## src/rtl/core/sfkt_pkg.sv

```systemverilog
// sfkt_pkg: sizes, operation and status codes, and the cell command struct
// for the sorted field key table. No dependencies.
package sfkt_pkg;

  localparam int MAX_FIELDS = 32;
  localparam int KEY_WIDTH  = 32;
  localparam int SLOT_W     = $clog2(MAX_FIELDS);
  localparam int CNT_W      = $clog2(MAX_FIELDS + 1);
  localparam int KIND_W     = 2;
  localparam int STAT_W     = 3;

  // operation codes
  localparam logic [KIND_W-1:0] OP_APPEND = 2'd0;
  localparam logic [KIND_W-1:0] OP_LOOKUP = 2'd1;
  localparam logic [KIND_W-1:0] OP_REMOVE = 2'd2;

  // status codes
  localparam logic [STAT_W-1:0] STAT_OK        = 3'd0;
  localparam logic [STAT_W-1:0] STAT_NOT_FOUND = 3'd1;
  localparam logic [STAT_W-1:0] STAT_DUPLICATE = 3'd2;
  localparam logic [STAT_W-1:0] STAT_FULL      = 3'd3;
  localparam logic [STAT_W-1:0] STAT_RANGE     = 3'd4;

  // broadcast command from the controller to every cell
  typedef struct packed {
    logic                 cmp;
    logic                 ins;
    logic                 rem;
    logic [KEY_WIDTH-1:0] key;
    logic [SLOT_W-1:0]    rslot;
    logic [SLOT_W-1:0]    mpos;
    logic [CNT_W-1:0]     count;
  } cell_cmd_t;

endpackage

```

## src/rtl/core/sfkt_req_if.sv

```systemverilog
// sfkt_req_if: request channel of the sorted field key table.
// Depends on sfkt_pkg.
interface sfkt_req_if;
  import sfkt_pkg::*;

  logic                 valid;
  logic                 ready;
  logic [KIND_W-1:0]    kind;
  logic [KEY_WIDTH-1:0] key;
  logic [SLOT_W-1:0]    slot;

  modport source(output valid, output kind, output key, output slot, input ready);
  modport sink(input valid, input kind, input key, input slot, output ready);
endinterface

```

## src/rtl/core/sfkt_rsp_if.sv

```systemverilog
// sfkt_rsp_if: response channel of the sorted field key table.
// Depends on sfkt_pkg.
interface sfkt_rsp_if;
  import sfkt_pkg::*;

  logic              valid;
  logic              ready;
  logic              found;
  logic [SLOT_W-1:0] slot_index;
  logic [STAT_W-1:0] status;
  logic [CNT_W-1:0]  count;

  modport source(output valid, output found, output slot_index, output status,
                 output count, input ready);
  modport sink(input valid, input found, input slot_index, input status,
               input count, output ready);
endinterface

```

## src/rtl/core/sfkt_cell.sv

```systemverilog
// sfkt_cell: one position of the table. Holds one sorted entry (key, slot)
// and one slot-order key, and shifts with its neighbors. Depends on sfkt_pkg.
module sfkt_cell #(
  parameter int IDX = 0
) (
  input  logic                          clk,
  input  sfkt_pkg::cell_cmd_t           cmd,
  input  logic [sfkt_pkg::KEY_WIDTH-1:0] prev_key,
  input  logic [sfkt_pkg::SLOT_W-1:0]    prev_slot,
  input  logic                          prev_lt,
  input  logic [sfkt_pkg::KEY_WIDTH-1:0] next_key,
  input  logic [sfkt_pkg::SLOT_W-1:0]    next_slot,
  input  logic [sfkt_pkg::KEY_WIDTH-1:0] next_byslot,
  output logic [sfkt_pkg::KEY_WIDTH-1:0] skey,
  output logic [sfkt_pkg::SLOT_W-1:0]    sslot,
  output logic [sfkt_pkg::KEY_WIDTH-1:0] byslot,
  output logic                          lt,
  output logic                          eq,
  output logic                          match
);
  import sfkt_pkg::*;

  localparam logic [CNT_W-1:0]  IDX_C = CNT_W'(IDX);
  localparam logic [SLOT_W-1:0] IDX_S = SLOT_W'(IDX);

  logic              held;
  logic              head;
  logic [SLOT_W-1:0] own_adj;
  logic [SLOT_W-1:0] next_adj;

  assign held     = IDX_C < cmd.count;
  assign head     = (IDX == 0) || prev_lt;
  assign own_adj  = (sslot > cmd.rslot) ? sslot - 1'b1 : sslot;
  assign next_adj = (next_slot > cmd.rslot) ? next_slot - 1'b1 : next_slot;

  // compare flags against the broadcast key and slot
  always_ff @(posedge clk) begin
    if (cmd.cmp) begin
      lt    <= held && (skey < cmd.key);
      eq    <= held && (skey == cmd.key);
      match <= held && (sslot == cmd.rslot);
    end
  end

  // sorted entry: insert shifts up from the insertion point, remove shifts down and renumbers higher slots
  always_ff @(posedge clk) begin
    if (cmd.ins && !lt) begin
      skey  <= head ? cmd.key : prev_key;
      sslot <= head ? cmd.count[SLOT_W-1:0] : prev_slot;
    end else if (cmd.rem) begin
      if (IDX_S >= cmd.mpos) begin
        skey  <= next_key;
        sslot <= next_adj;
      end else begin
        sslot <= own_adj;
      end
    end
  end

  // slot-order key
  always_ff @(posedge clk) begin
    if (cmd.ins && (IDX_C == cmd.count)) begin
      byslot <= cmd.key;
    end else if (cmd.rem && (IDX_S >= cmd.rslot)) begin
      byslot <= next_byslot;
    end
  end

endmodule

```

## src/rtl/core/sorted_field_key_table_core.sv

```systemverilog
// sorted_field_key_table_core: controller and row of table cells.
// Depends on sfkt_pkg, sfkt_req_if, sfkt_rsp_if and sfkt_cell.

// Field key table holding up to 32 unsigned 32-bit keys, kept both in slot
// order and in key order inside a row of cells, one cell per position. Every
// operation (append, lookup, remove) runs a broadcast compare in all cells, a
// reduction of the cell flags, then any shift of the row together with the
// result register, which waits until that register is free. One transaction is
// in flight at a time: a new request is taken only after the last one reaches
// the result register, and it may be accepted while that result still waits.
// A duplicate append, an append to a full table and a remove of a slot at or
// above the count are refused with a status and change nothing.
module sorted_field_key_table_core (
  input  logic      clk,
  input  logic      rst,
  sfkt_req_if.sink  req,
  sfkt_rsp_if.source rsp
);
  import sfkt_pkg::*;

  localparam logic [1:0] S_IDLE  = 2'd0;
  localparam logic [1:0] S_CMP   = 2'd1;
  localparam logic [1:0] S_RED   = 2'd2;
  localparam logic [1:0] S_APPLY = 2'd3;

  logic [1:0]           state;
  logic [1:0]           state_next;
  logic [CNT_W-1:0]     count;
  logic [CNT_W-1:0]     count_next;
  logic [KIND_W-1:0]    op;
  logic [KEY_WIDTH-1:0] op_key;
  logic [SLOT_W-1:0]    op_slot;
  logic                 hit;
  logic [SLOT_W-1:0]    hit_slot;
  logic [SLOT_W-1:0]    mpos;

  logic                 out_valid;
  logic                 out_valid_next;
  logic                 out_found;
  logic [SLOT_W-1:0]    out_slot;
  logic [STAT_W-1:0]    out_status;
  logic [CNT_W-1:0]     out_count;

  logic                 out_free;
  logic                 apply_go;
  logic                 red_hit;
  logic [SLOT_W-1:0]    red_slot;
  logic [SLOT_W-1:0]    red_mpos;
  logic                 res_found;
  logic [SLOT_W-1:0]    res_slot;
  logic [STAT_W-1:0]    res_status;
  logic                 do_ins;
  logic                 do_rem;
  cell_cmd_t            cmd;

  logic [KEY_WIDTH-1:0] c_key    [MAX_FIELDS];
  logic [SLOT_W-1:0]    c_slot   [MAX_FIELDS];
  logic [KEY_WIDTH-1:0] c_byslot [MAX_FIELDS];
  logic [MAX_FIELDS-1:0] c_lt;
  logic [MAX_FIELDS-1:0] c_eq;
  logic [MAX_FIELDS-1:0] c_match;

  assign req.ready = (state == S_IDLE);
  assign out_free  = !out_valid || rsp.ready;
  assign apply_go  = (state == S_APPLY) && out_free;

  // row of cells
  for (genvar i = 0; i < MAX_FIELDS; i++) begin : g_cell
    localparam int PI = (i == 0) ? 0 : i - 1;
    localparam int NI = (i == MAX_FIELDS - 1) ? i : i + 1;
    sfkt_cell #(.IDX(i)) u_cell (
      .clk         (clk),
      .cmd         (cmd),
      .prev_key    (c_key[PI]),
      .prev_slot   (c_slot[PI]),
      .prev_lt     ((i == 0) ? 1'b0 : c_lt[PI]),
      .next_key    (c_key[NI]),
      .next_slot   (c_slot[NI]),
      .next_byslot (c_byslot[NI]),
      .skey        (c_key[i]),
      .sslot       (c_slot[i]),
      .byslot      (c_byslot[i]),
      .lt          (c_lt[i]),
      .eq          (c_eq[i]),
      .match       (c_match[i])
    );
  end

  // reduce the cell flags: at most one key equal and one slot matching
  always_comb begin
    red_hit  = |c_eq;
    red_slot = '0;
    red_mpos = '0;
    for (int i = 0; i < MAX_FIELDS; i++) begin
      red_slot = red_slot | (c_slot[i] & {SLOT_W{c_eq[i]}});
      red_mpos = red_mpos | (SLOT_W'(i) & {SLOT_W{c_match[i]}});
    end
  end

  // decide the outcome of the transaction
  always_comb begin
    res_found  = 1'b0;
    res_slot   = '0;
    res_status = STAT_NOT_FOUND;
    do_ins     = 1'b0;
    do_rem     = 1'b0;
    count_next = count;
    case (op)
      OP_APPEND: begin
        if (hit) begin
          res_status = STAT_DUPLICATE;
        end else if (count >= CNT_W'(MAX_FIELDS)) begin
          res_status = STAT_FULL;
        end else begin
          do_ins     = 1'b1;
          res_found  = 1'b1;
          res_slot   = count[SLOT_W-1:0];
          res_status = STAT_OK;
          count_next = count + 1'b1;
        end
      end
      OP_LOOKUP: begin
        if (hit) begin
          res_found  = 1'b1;
          res_slot   = hit_slot;
          res_status = STAT_OK;
        end
      end
      OP_REMOVE: begin
        if (CNT_W'(op_slot) >= count) begin
          res_status = STAT_RANGE;
        end else begin
          do_rem     = 1'b1;
          res_found  = 1'b1;
          res_slot   = op_slot;
          res_status = STAT_OK;
          count_next = count - 1'b1;
        end
      end
      default: begin
        res_status = STAT_NOT_FOUND;
      end
    endcase
  end

  // command broadcast to the cells
  always_comb begin
    cmd.cmp   = (state == S_CMP);
    cmd.ins   = apply_go && do_ins;
    cmd.rem   = apply_go && do_rem;
    cmd.key   = op_key;
    cmd.rslot = op_slot;
    cmd.mpos  = mpos;
    cmd.count = count;
  end

  // sequencer
  always_comb begin
    state_next = state;
    case (state)
      S_IDLE: begin
        if (req.valid) state_next = S_CMP;
      end
      S_CMP:   state_next = S_RED;
      S_RED:   state_next = S_APPLY;
      S_APPLY: begin
        if (out_free) state_next = S_IDLE;
      end
      default: state_next = S_IDLE;
    endcase
  end

  always_comb begin
    out_valid_next = out_valid;
    if (rsp.ready) out_valid_next = 1'b0;
    if (apply_go) out_valid_next = 1'b1;
  end

  // control registers
  always_ff @(posedge clk) begin
    if (rst) begin
      state     <= S_IDLE;
      count     <= '0;
      out_valid <= 1'b0;
    end else begin
      state     <= state_next;
      out_valid <= out_valid_next;
      if (apply_go) count <= count_next;
    end
  end

  // request capture, reduction results and result register
  always_ff @(posedge clk) begin
    if (req.valid && req.ready) begin
      op      <= req.kind;
      op_key  <= req.key;
      op_slot <= req.slot;
    end
    if (state == S_RED) begin
      hit      <= red_hit;
      hit_slot <= red_slot;
      mpos     <= red_mpos;
    end
    if (apply_go) begin
      out_found  <= res_found;
      out_slot   <= res_slot;
      out_status <= res_status;
      out_count  <= count_next;
    end
  end

  assign rsp.valid      = out_valid;
  assign rsp.found      = out_found;
  assign rsp.slot_index = out_slot;
  assign rsp.status     = out_status;
  assign rsp.count      = out_count;

endmodule
```

## src/flat_wrapper.sv

```systemverilog
// flat-port wrapper written by rule: the top's interface ports become plain ports
module sorted_field_key_table_core_flat import sfkt_pkg::*;
  (clk, rst, req_valid, req_kind, req_key, req_slot, req_ready, rsp_valid, rsp_found, rsp_slot_index, rsp_status, rsp_count, rsp_ready);
  sfkt_req_if req_i ();
  sfkt_rsp_if rsp_i ();
  input  logic clk;
  input  logic rst;
  input wire logic [$bits(req_i.valid)-1:0] req_valid;
  input wire logic [$bits(req_i.kind)-1:0] req_kind;
  input wire logic [$bits(req_i.key)-1:0] req_key;
  input wire logic [$bits(req_i.slot)-1:0] req_slot;
  output wire logic [$bits(req_i.ready)-1:0] req_ready;
  output wire logic [$bits(rsp_i.valid)-1:0] rsp_valid;
  output wire logic [$bits(rsp_i.found)-1:0] rsp_found;
  output wire logic [$bits(rsp_i.slot_index)-1:0] rsp_slot_index;
  output wire logic [$bits(rsp_i.status)-1:0] rsp_status;
  output wire logic [$bits(rsp_i.count)-1:0] rsp_count;
  input wire logic [$bits(rsp_i.ready)-1:0] rsp_ready;
  assign req_i.valid = req_valid;
  assign req_i.kind = req_kind;
  assign req_i.key = req_key;
  assign req_i.slot = req_slot;
  assign req_ready = req_i.ready;
  assign rsp_valid = rsp_i.valid;
  assign rsp_found = rsp_i.found;
  assign rsp_slot_index = rsp_i.slot_index;
  assign rsp_status = rsp_i.status;
  assign rsp_count = rsp_i.count;
  assign rsp_i.ready = rsp_ready;
  sorted_field_key_table_core u_core (.clk(clk), .rst(rst), .req(req_i), .rsp(rsp_i));
endmodule
```

## config.mk

```make
export PLATFORM = sky130hd
export DESIGN_NAME = sorted_field_key_table_core_flat
export DESIGN_NICKNAME = d
export VERILOG_FILES = /design/src/rtl/core/sfkt_pkg.sv /design/src/rtl/core/sfkt_req_if.sv /design/src/rtl/core/sfkt_rsp_if.sv /design/src/rtl/core/sfkt_cell.sv /design/src/rtl/core/sorted_field_key_table_core.sv /design/src/flat_wrapper.sv
export SDC_FILE = /design/constraint.sdc
export NUM_CORES = 2
export LEC_CHECK = 0
export BUFFER_PORTS_ARGS = -buffer_cell sky130_fd_sc_hd__buf_2
export CAP_MARGIN = 25
export CORE_ASPECT_RATIO = 1.5
export CORE_UTILIZATION = 45
export CTS_CLUSTER_SIZE = 20
export DETAILED_ROUTE_END_ITERATION = 6
export GPL_ROUTABILITY_DRIVEN = 0
export PLACE_DENSITY = 0.56
export SLEW_MARGIN = 10
export SYNTH_ARGS = -nofsm -noshare
export SYNTH_HDL_FRONTEND = slang
export SYNTH_SLANG_ARGS = --single-unit
```

## constraint.sdc

```tcl
create_clock -name clk -period 7.2 [get_ports clk]
set_clock_uncertainty 0.1 [all_clocks]
set_input_delay 0.72 -clock clk [delete_from_list [all_inputs] [get_ports clk]]
set_output_delay 0.72 -clock clk [all_outputs]
set_load 0.1 [all_outputs]
```

==> Yosys cells after proc, flatten, opt, wreduce, memory -nomap -nowiden <==
Index checks and enable logic that the tools add are counted.
{ "classes": {"n_addsub": 34, "mul": 0, "div": 0, "order_cmp": 129, "n_eq_ne": 70, "shift": 0, "muxes": 308, "n_bitwise": 93, "n_reduce_logical": 266} }
{ "ops": {"columns": ["operator", "n"], "rows": [
  ["32-bit 2-to-1 mux", 124],
  ["32-bit == test", 32],
  ["32-bit less-than comparator", 32],
  ["5-bit 2-to-1 mux", 162],
  ["5-bit OR", 47],
  ["5-bit AND", 32],
  ["5-bit greater-than comparator", 32],
  ["5-bit by 1-bit subtractor with 5-bit output, second input constant", 32],
  ["5-bit == test", 31],
  ["1-bit logical AND", 131],
  ["2-bit nonzero test", 64],
  ["5-bit by 6-bit less-than comparator with 1-bit output, first input constant", 16],
  ["5-bit >= comparator, first input constant", 15],
  ["2-bit AND reduction", 33],
  ["4-bit by 6-bit less-than comparator with 1-bit output, first input constant", 8],
  ["4-bit by 5-bit >= comparator with 1-bit output, first input constant", 8],
  ["5-bit by 4-bit OR with 5-bit output", 8],
  ["1-bit zero test", 33],
  ["32-bit OR reduction", 1],
  ["3-bit by 6-bit less-than comparator with 1-bit output, first input constant", 4],
  ["3-bit by 5-bit >= comparator with 1-bit output, first input constant", 4],
  ["5-bit by 3-bit OR with 5-bit output", 4],
  ["6-bit 2-to-1 mux", 3],
  ["5-bit one-hot mux with 3 select lines", 1],
  ["other kinds (24)", 43]
]} }
{ "word_totals": {"reg_bits": 1353, "latch_bits": 0, "ram_bits": 0, "mem_bits_ro": 0, "in_bits": 43, "output_inout_bits": 17, "mem_count": 0} }

==> Depth between registers and ports, before layout <==
{ "depth": {"ltp_word": 32, "depth_mapped": 12} }

==> Cells and area by module <==
From an unflattened synthesis, not the netlist that was laid out.
{ "unflattened": {"cells_unflattened": 14277, "area_unflattened_um2": 151395.2} }
{ "modules_own_cells": {"columns": ["mod", "instances", "cells_per_inst", "area_each_um2", "seq_area_each_um2"], "rows": [
  ["sfkt_cell (u_core.g_cell[29].u_cell ...)", 2, 451, 4591.9, 2162.1],
  ["sfkt_cell (u_core.g_cell[1].u_cell)", 1, 413, 4783.3, 2162.1],
  ["sfkt_cell (u_core.g_cell[17].u_cell)", 1, 410, 4780.8, 2162.1],
  ["sfkt_cell (u_core.g_cell[3].u_cell)", 1, 412, 4772.1, 2162.1],
  ["sfkt_cell (u_core.g_cell[21].u_cell)", 1, 446, 4724.5, 2162.1],
  ["sfkt_cell (u_core.g_cell[5].u_cell)", 1, 412, 4685.7, 2162.1],
  ["sfkt_cell (u_core.g_cell[6].u_cell)", 1, 417, 4679.5, 2162.1],
  ["sfkt_cell (u_core.g_cell[25].u_cell)", 1, 443, 4674.5, 2162.1],
  ["sfkt_cell (u_core.g_cell[24].u_cell)", 1, 412, 4650.7, 2162.1],
  ["sfkt_cell (u_core.g_cell[2].u_cell)", 1, 418, 4639.4, 2162.1],
  ["sfkt_cell (u_core.g_cell[16].u_cell)", 1, 415, 4628.2, 2162.1],
  ["sfkt_cell (u_core.g_cell[23].u_cell)", 1, 416, 4626.9, 2162.1],
  ["sfkt_cell (u_core.g_cell[20].u_cell)", 1, 454, 4608.2, 2162.1],
  ["sfkt_cell (u_core.g_cell[4].u_cell)", 1, 457, 4606.9, 2162.1],
  ["+18 rows", null, null, null, null]
]} }

==> Worst setup path after synthesis <==
No wires, ideal clock.
{ "synth_path": {"kind": "flip-flop to flip-flop", "from": "register u_core.op_slot[0]", "to": "register u_core.g_cell[0].u_cell.skey[0] (netlist bit), enable pin", "setup_ns": 0.466, "arrival_ns": 4.624, "required_time_ns": 6.634, "path_slack_ns": 2.010, "path_stages_with_launch": 9, "path_buffers": 2, "period_less_slack_ns": 5.190, "cell_sequence": "edfxtp_1 inv_1 ha_1 nor2b_1 o21ai_0 a2111o_1 clkbuf_1 clkbuf_1 o21ai_0"} }
{ "synth_between": {"elab_chain_cells": 6} }
{ "synth_lines": {"columns": ["item", "line", "rtl"], "rows": [
  ["start, declared", "sorted_field_key_table_core.sv:32", "logic [SLOT_W-1:0] op_slot;"],
  ["start signal, assigned", "sorted_field_key_table_core.sv:197", "op_slot <= req.slot;"],
  ["5-bit by 6-bit >= comparator with 1-bit output", "sorted_field_key_table_core.sv:130", "if (CNT_W'(op_slot) >= count) begin"],
  ["1-bit 2-to-1 mux", "sorted_field_key_table_core.sv:130", null],
  ["1-bit 2-to-1 mux", "sorted_field_key_table_core.sv:108", "case (op)"],
  ["1-bit logical AND", "sorted_field_key_table_core.sv:150", "cmd.rem = apply_go && do_rem;"],
  ["2-bit nonzero test (no line)", null, null],
  ["2-bit AND reduction (no line)", null, null],
  ["end signal, assigned", "sfkt_cell.sv:48", "skey <= head ? cmd.key : prev_key;"],
  ["end signal, assigned", "sfkt_cell.sv:52", "skey <= next_key;"],
  ["end, declared", "sfkt_cell.sv:14", "output logic [sfkt_pkg::KEY_WIDTH-1:0] skey,"]
]} }
Every way passes these cells.
A chain may end at the register's enable or synchronous reset.

==> Worst setup path after layout <==
{ "layout_path": {"from": "register u_core.op_slot[0]", "to": "register u_core.g_cell[20].u_cell.skey[0] (netlist bit), enable pin"} }
{ "layout_between": {"elab_chain_cells": 6} }
{ "layout_lines": {"columns": ["item", "line"], "rows": [
  ["5-bit by 6-bit >= comparator with 1-bit output", "sorted_field_key_table_core.sv:130"],
  ["1-bit 2-to-1 mux", "sorted_field_key_table_core.sv:130"],
  ["1-bit 2-to-1 mux", "sorted_field_key_table_core.sv:108"],
  ["1-bit logical AND", "sorted_field_key_table_core.sv:150"],
  ["2-bit nonzero test (no line)", null],
  ["2-bit AND reduction (no line)", null],
  ["end signal, assigned", "sfkt_cell.sv:48"],
  ["end signal, assigned", "sfkt_cell.sv:52"],
  ["end, declared", "sfkt_cell.sv:14"]
]} }
Every way passes these cells.

==> out/results.ini <==
[cts]
cts_htree_levels=4
clkSinkCount=1353
postCtsSetupBuffers=0
cts_buffers=156
cts.path.max_buffers=4
cts_resized=0
cts_tree=yes
path_clk_slew_ns=0.07
clk_latency_ns=0.88
clock-root-buffer=clkbuf_16
postCtsHoldBufs=28

[power]
switching_share_pct=39.3
p_clk_share_pct=29.4
intPower_w=0.0166
pwr-share-seq_pct=34.5
p_comb_share_pct=36.0
switchingPower_w=0.0108
total_power_w=0.0274
max-vdd-ir-drop_mv=0.288
powerDensity_mw_per_mm2=256
p_leak_nw=44.4

[setup_path]
r2r-start=u_core.op_slot[0]$_DFFE_PP_
path_delay_family=compound AO/OA/AOI/OAI gates
path_cells=buf_4, inv_1, ha_1, nor2b_1, o21ai_0, a2111o_2, buf_12, o21ai_4
end_kind=register
cp-startpoint=u_core.op_slot[0]$_DFFE_PP_
crit_path_top_delay_cell=o21ai_4
cpPeakStageDelay_ns=0.83
cp_max_fo=33
arrival_ns=4.64
reg2reg_depth=8
path_buf_inv=3
worstSetupStartpointType=register
r2r_end=u_core.g_cell[20].u_cell.skey[0]$_DFFE_PP_
path_class=register to register
r2r_setup_slack_ns=2.93
required_ns=7.57
crit_cells=8

[yosys]
syn_nets=10800
syn_avg_cell_area_um2=10.3
synthFlopType=edfxtp_1
synth_seq_cells=1353
synth_top_area_share_pct=41.4
yosysWarnings=0
synth-seq-area-share_pct=41.6
async_flop_share_pct=0
postSynthCellCount=9500
syn-cell-area_mm2=0.0976
synth-edff-count=1344
yosysUniqueCellTypes=85
yosys-top-cells-area=edfxtp_1 (41%), ha_1 (16%), mux2i_1 (11%)
synth_top_area_cell=edfxtp_1

[route]
wl_mm=466
wire_per_inst_um=37.4
ant_nets=0
initialDrtViolationCount=10500
vias_per_cell=6.94
vias=86500
met1Wirelength_mm=152
post-route-drc-count=7
met2_length_mm=209
routed.top_layer=met5
drtPass1Iterations=7
wl_met3_mm=46.1

[sta]
slew_viol_final=0
hold_slack_ns=0.00429
rsz0062_at_grt=false
setup_viol=0
tns_ns=0
clock.fmax_mhz=234
period_minus_slack_ns=4.27
period_share_pct=59.2
fin_ws_ns=2.93
max_slew_margin_pct=13.9
worst_pin_slew_ns=1.29
finalHoldViolations=0

[run_status]
outcome=finished with violations
violations=DRC

[die]
dieWidth_um=382
ios=60
die_area_mm2=0.219
chipHeight_um=572
rows=209
start_util_pct=45.2
core_area_mm2=0.216

[final_layout]
fillers=19700
most-common-layout-cells=edfxtp_1 (1344), nand2_1 (1271), ha_1 (1229)
layout-drive-gt1-share_pct=8.32
areaGrowthSynthToFinish_pct=9.69
final_common_cell=edfxtp_1
fin_util_pct=49.6
num-nets-final=10700

[placed_design]
dp_hpwl_mm=335
io_buffers=59
dp_slack_ns=2.91

[worst_hold_path]
hold_end=u_core.op_key[29]$_DFFE_PP_
whs_path_depth=1
hold_start=req_key[29]
hold_class=input pin to register

[grt]
overflow=0
grt_pass1_vias=83500
antenna_found_initial=61
grt_max_degree=73
track_usage_pct=41.6
grt_pass1_wl_mm=638

[flow_run]
max_cap_viol_count=0

## power by group through the flow
| stage | logic, W | clock network, W | registers (W) |
|---|---|---|---|
| 2_1_floorplan | 0.00557 | 0 | 0.00939 |
| 3_3_place_gp | 0.00915 | 0 | 0.00955 |
| 3_5_place_dp | 0.00938 | 0 | 0.00955 |
| 4_1_cts | 0.00942 | 0.00805 | 0.00938 |
| 5_1_grt | 0.0102 | 0.00829 | 0.00942 |
| 6_report | 0.00986 | 0.00805 | 0.00945 |
## cells in the mapped netlist (59+ instances only)
cell type     n
buf_2       118
nand4_1     228
nand3_1     126
a211oi_1     92
mux2i_1    1054
mux2_2       94
ha_1       1230
clkbuf_1    352
nor2_1      348
or2_2        59
o21ai_0    1249
xnor2_1      87
nor2b_1      88
nor4_1       77
inv_1       249
edfxtp_1   1344
a21o_1      163
nor3_1      122
a21oi_1     272
nand2_1    1271
a22oi_1      66
o221ai_1     61
## metal layers
metal | global-route usage (%) | vias to the layer above
li1 | - | 36000
met4 | 43.6 | 28
met2 | 65.6 | 6217
met5 | 0 | -
met3 | 10.8 | 2518
met1 | 44.0 | 41700
## registers in the layout, summed over array words and instances (netlist names)
register,flops
u_core.op,2
u_core.hit_slot,5
u_core.g_cell.u_cell.skey,1024
u_core.g_cell.u_cell.match,31
u_core.state,2
u_core.g_cell.u_cell.eq,32
u_core.mpos,5
u_core.rsp.slot_index,5
u_core.rsp.count,6
u_core.rsp.valid,1
u_core.hit,1
u_core.rsp.status,3
u_core.g_cell.u_cell.lt,32
u_core.g_cell.u_cell.sslot,160
u_core.rsp.found,1
u_core.op_key,32
u_core.count,6
u_core.op_slot,5
## area by class of cell
type | count | area, um^2 | area share (%)
Multi-Input combinational cell | 7365 | 54200 | 50.6
Tap cell | 2848 | 3560 | 3.33
Clock inverter | 85 | 757 | 0.707
Sequential cell | 1353 | 40500 | 37.9
Clock buffer | 179 | 4030 | 3.77
Inverter | 251 | 942 | 0.880
Timing Repair Buffer | 339 | 2920 | 2.72
Antenna cell | 38 | 95.1 | 0.0889
## worst max-delay path by stage
stage	end	slack [ns]
final	u_core.g_cell[20].u_cell.skey[0]$_DFFE_PP_	2.93
after detailed placement	u_core.g_cell[3].u_cell.skey[19]$_DFFE_PP_	2.91
after global placement	u_core.g_cell[10].u_cell.skey[15]$_DFFE_PP_	2.92
after CTS	u_core.g_cell[11].u_cell.skey[3]$_DFFE_PP_	2.84
after floorplan	u_core.g_cell[0].u_cell.skey[0]$_DFFE_PP_	2.01
after global routing	u_core.g_cell[20].u_cell.skey[4]$_DFFE_PP_	2.85
## per-stage QoR
stage,instances,area (um^2)
CTS,12400,106000
global route,12400,107000
global placement,12100,101000
finish,12500,107000
floorplan,9500,97600
detailed placement,12100,101000
## cell families (layout without fill, tap and decap cells)
logic type,count (synthesis),count (layout),synth area share (%)
xor gates and xnor gates,131,131,1.18
muxes,1148,1148,11.9
adders and majority gates,1230,1230,15.8
AOI/OAI and AO/OA,2303,2303,14.2
DFF,1353,1353,41.6
and+or+nand+nor,2553,2553,12.1
other,0,38,0
buffers and inverters,782,854,3.33
Power figures use the tool's default switching activity.
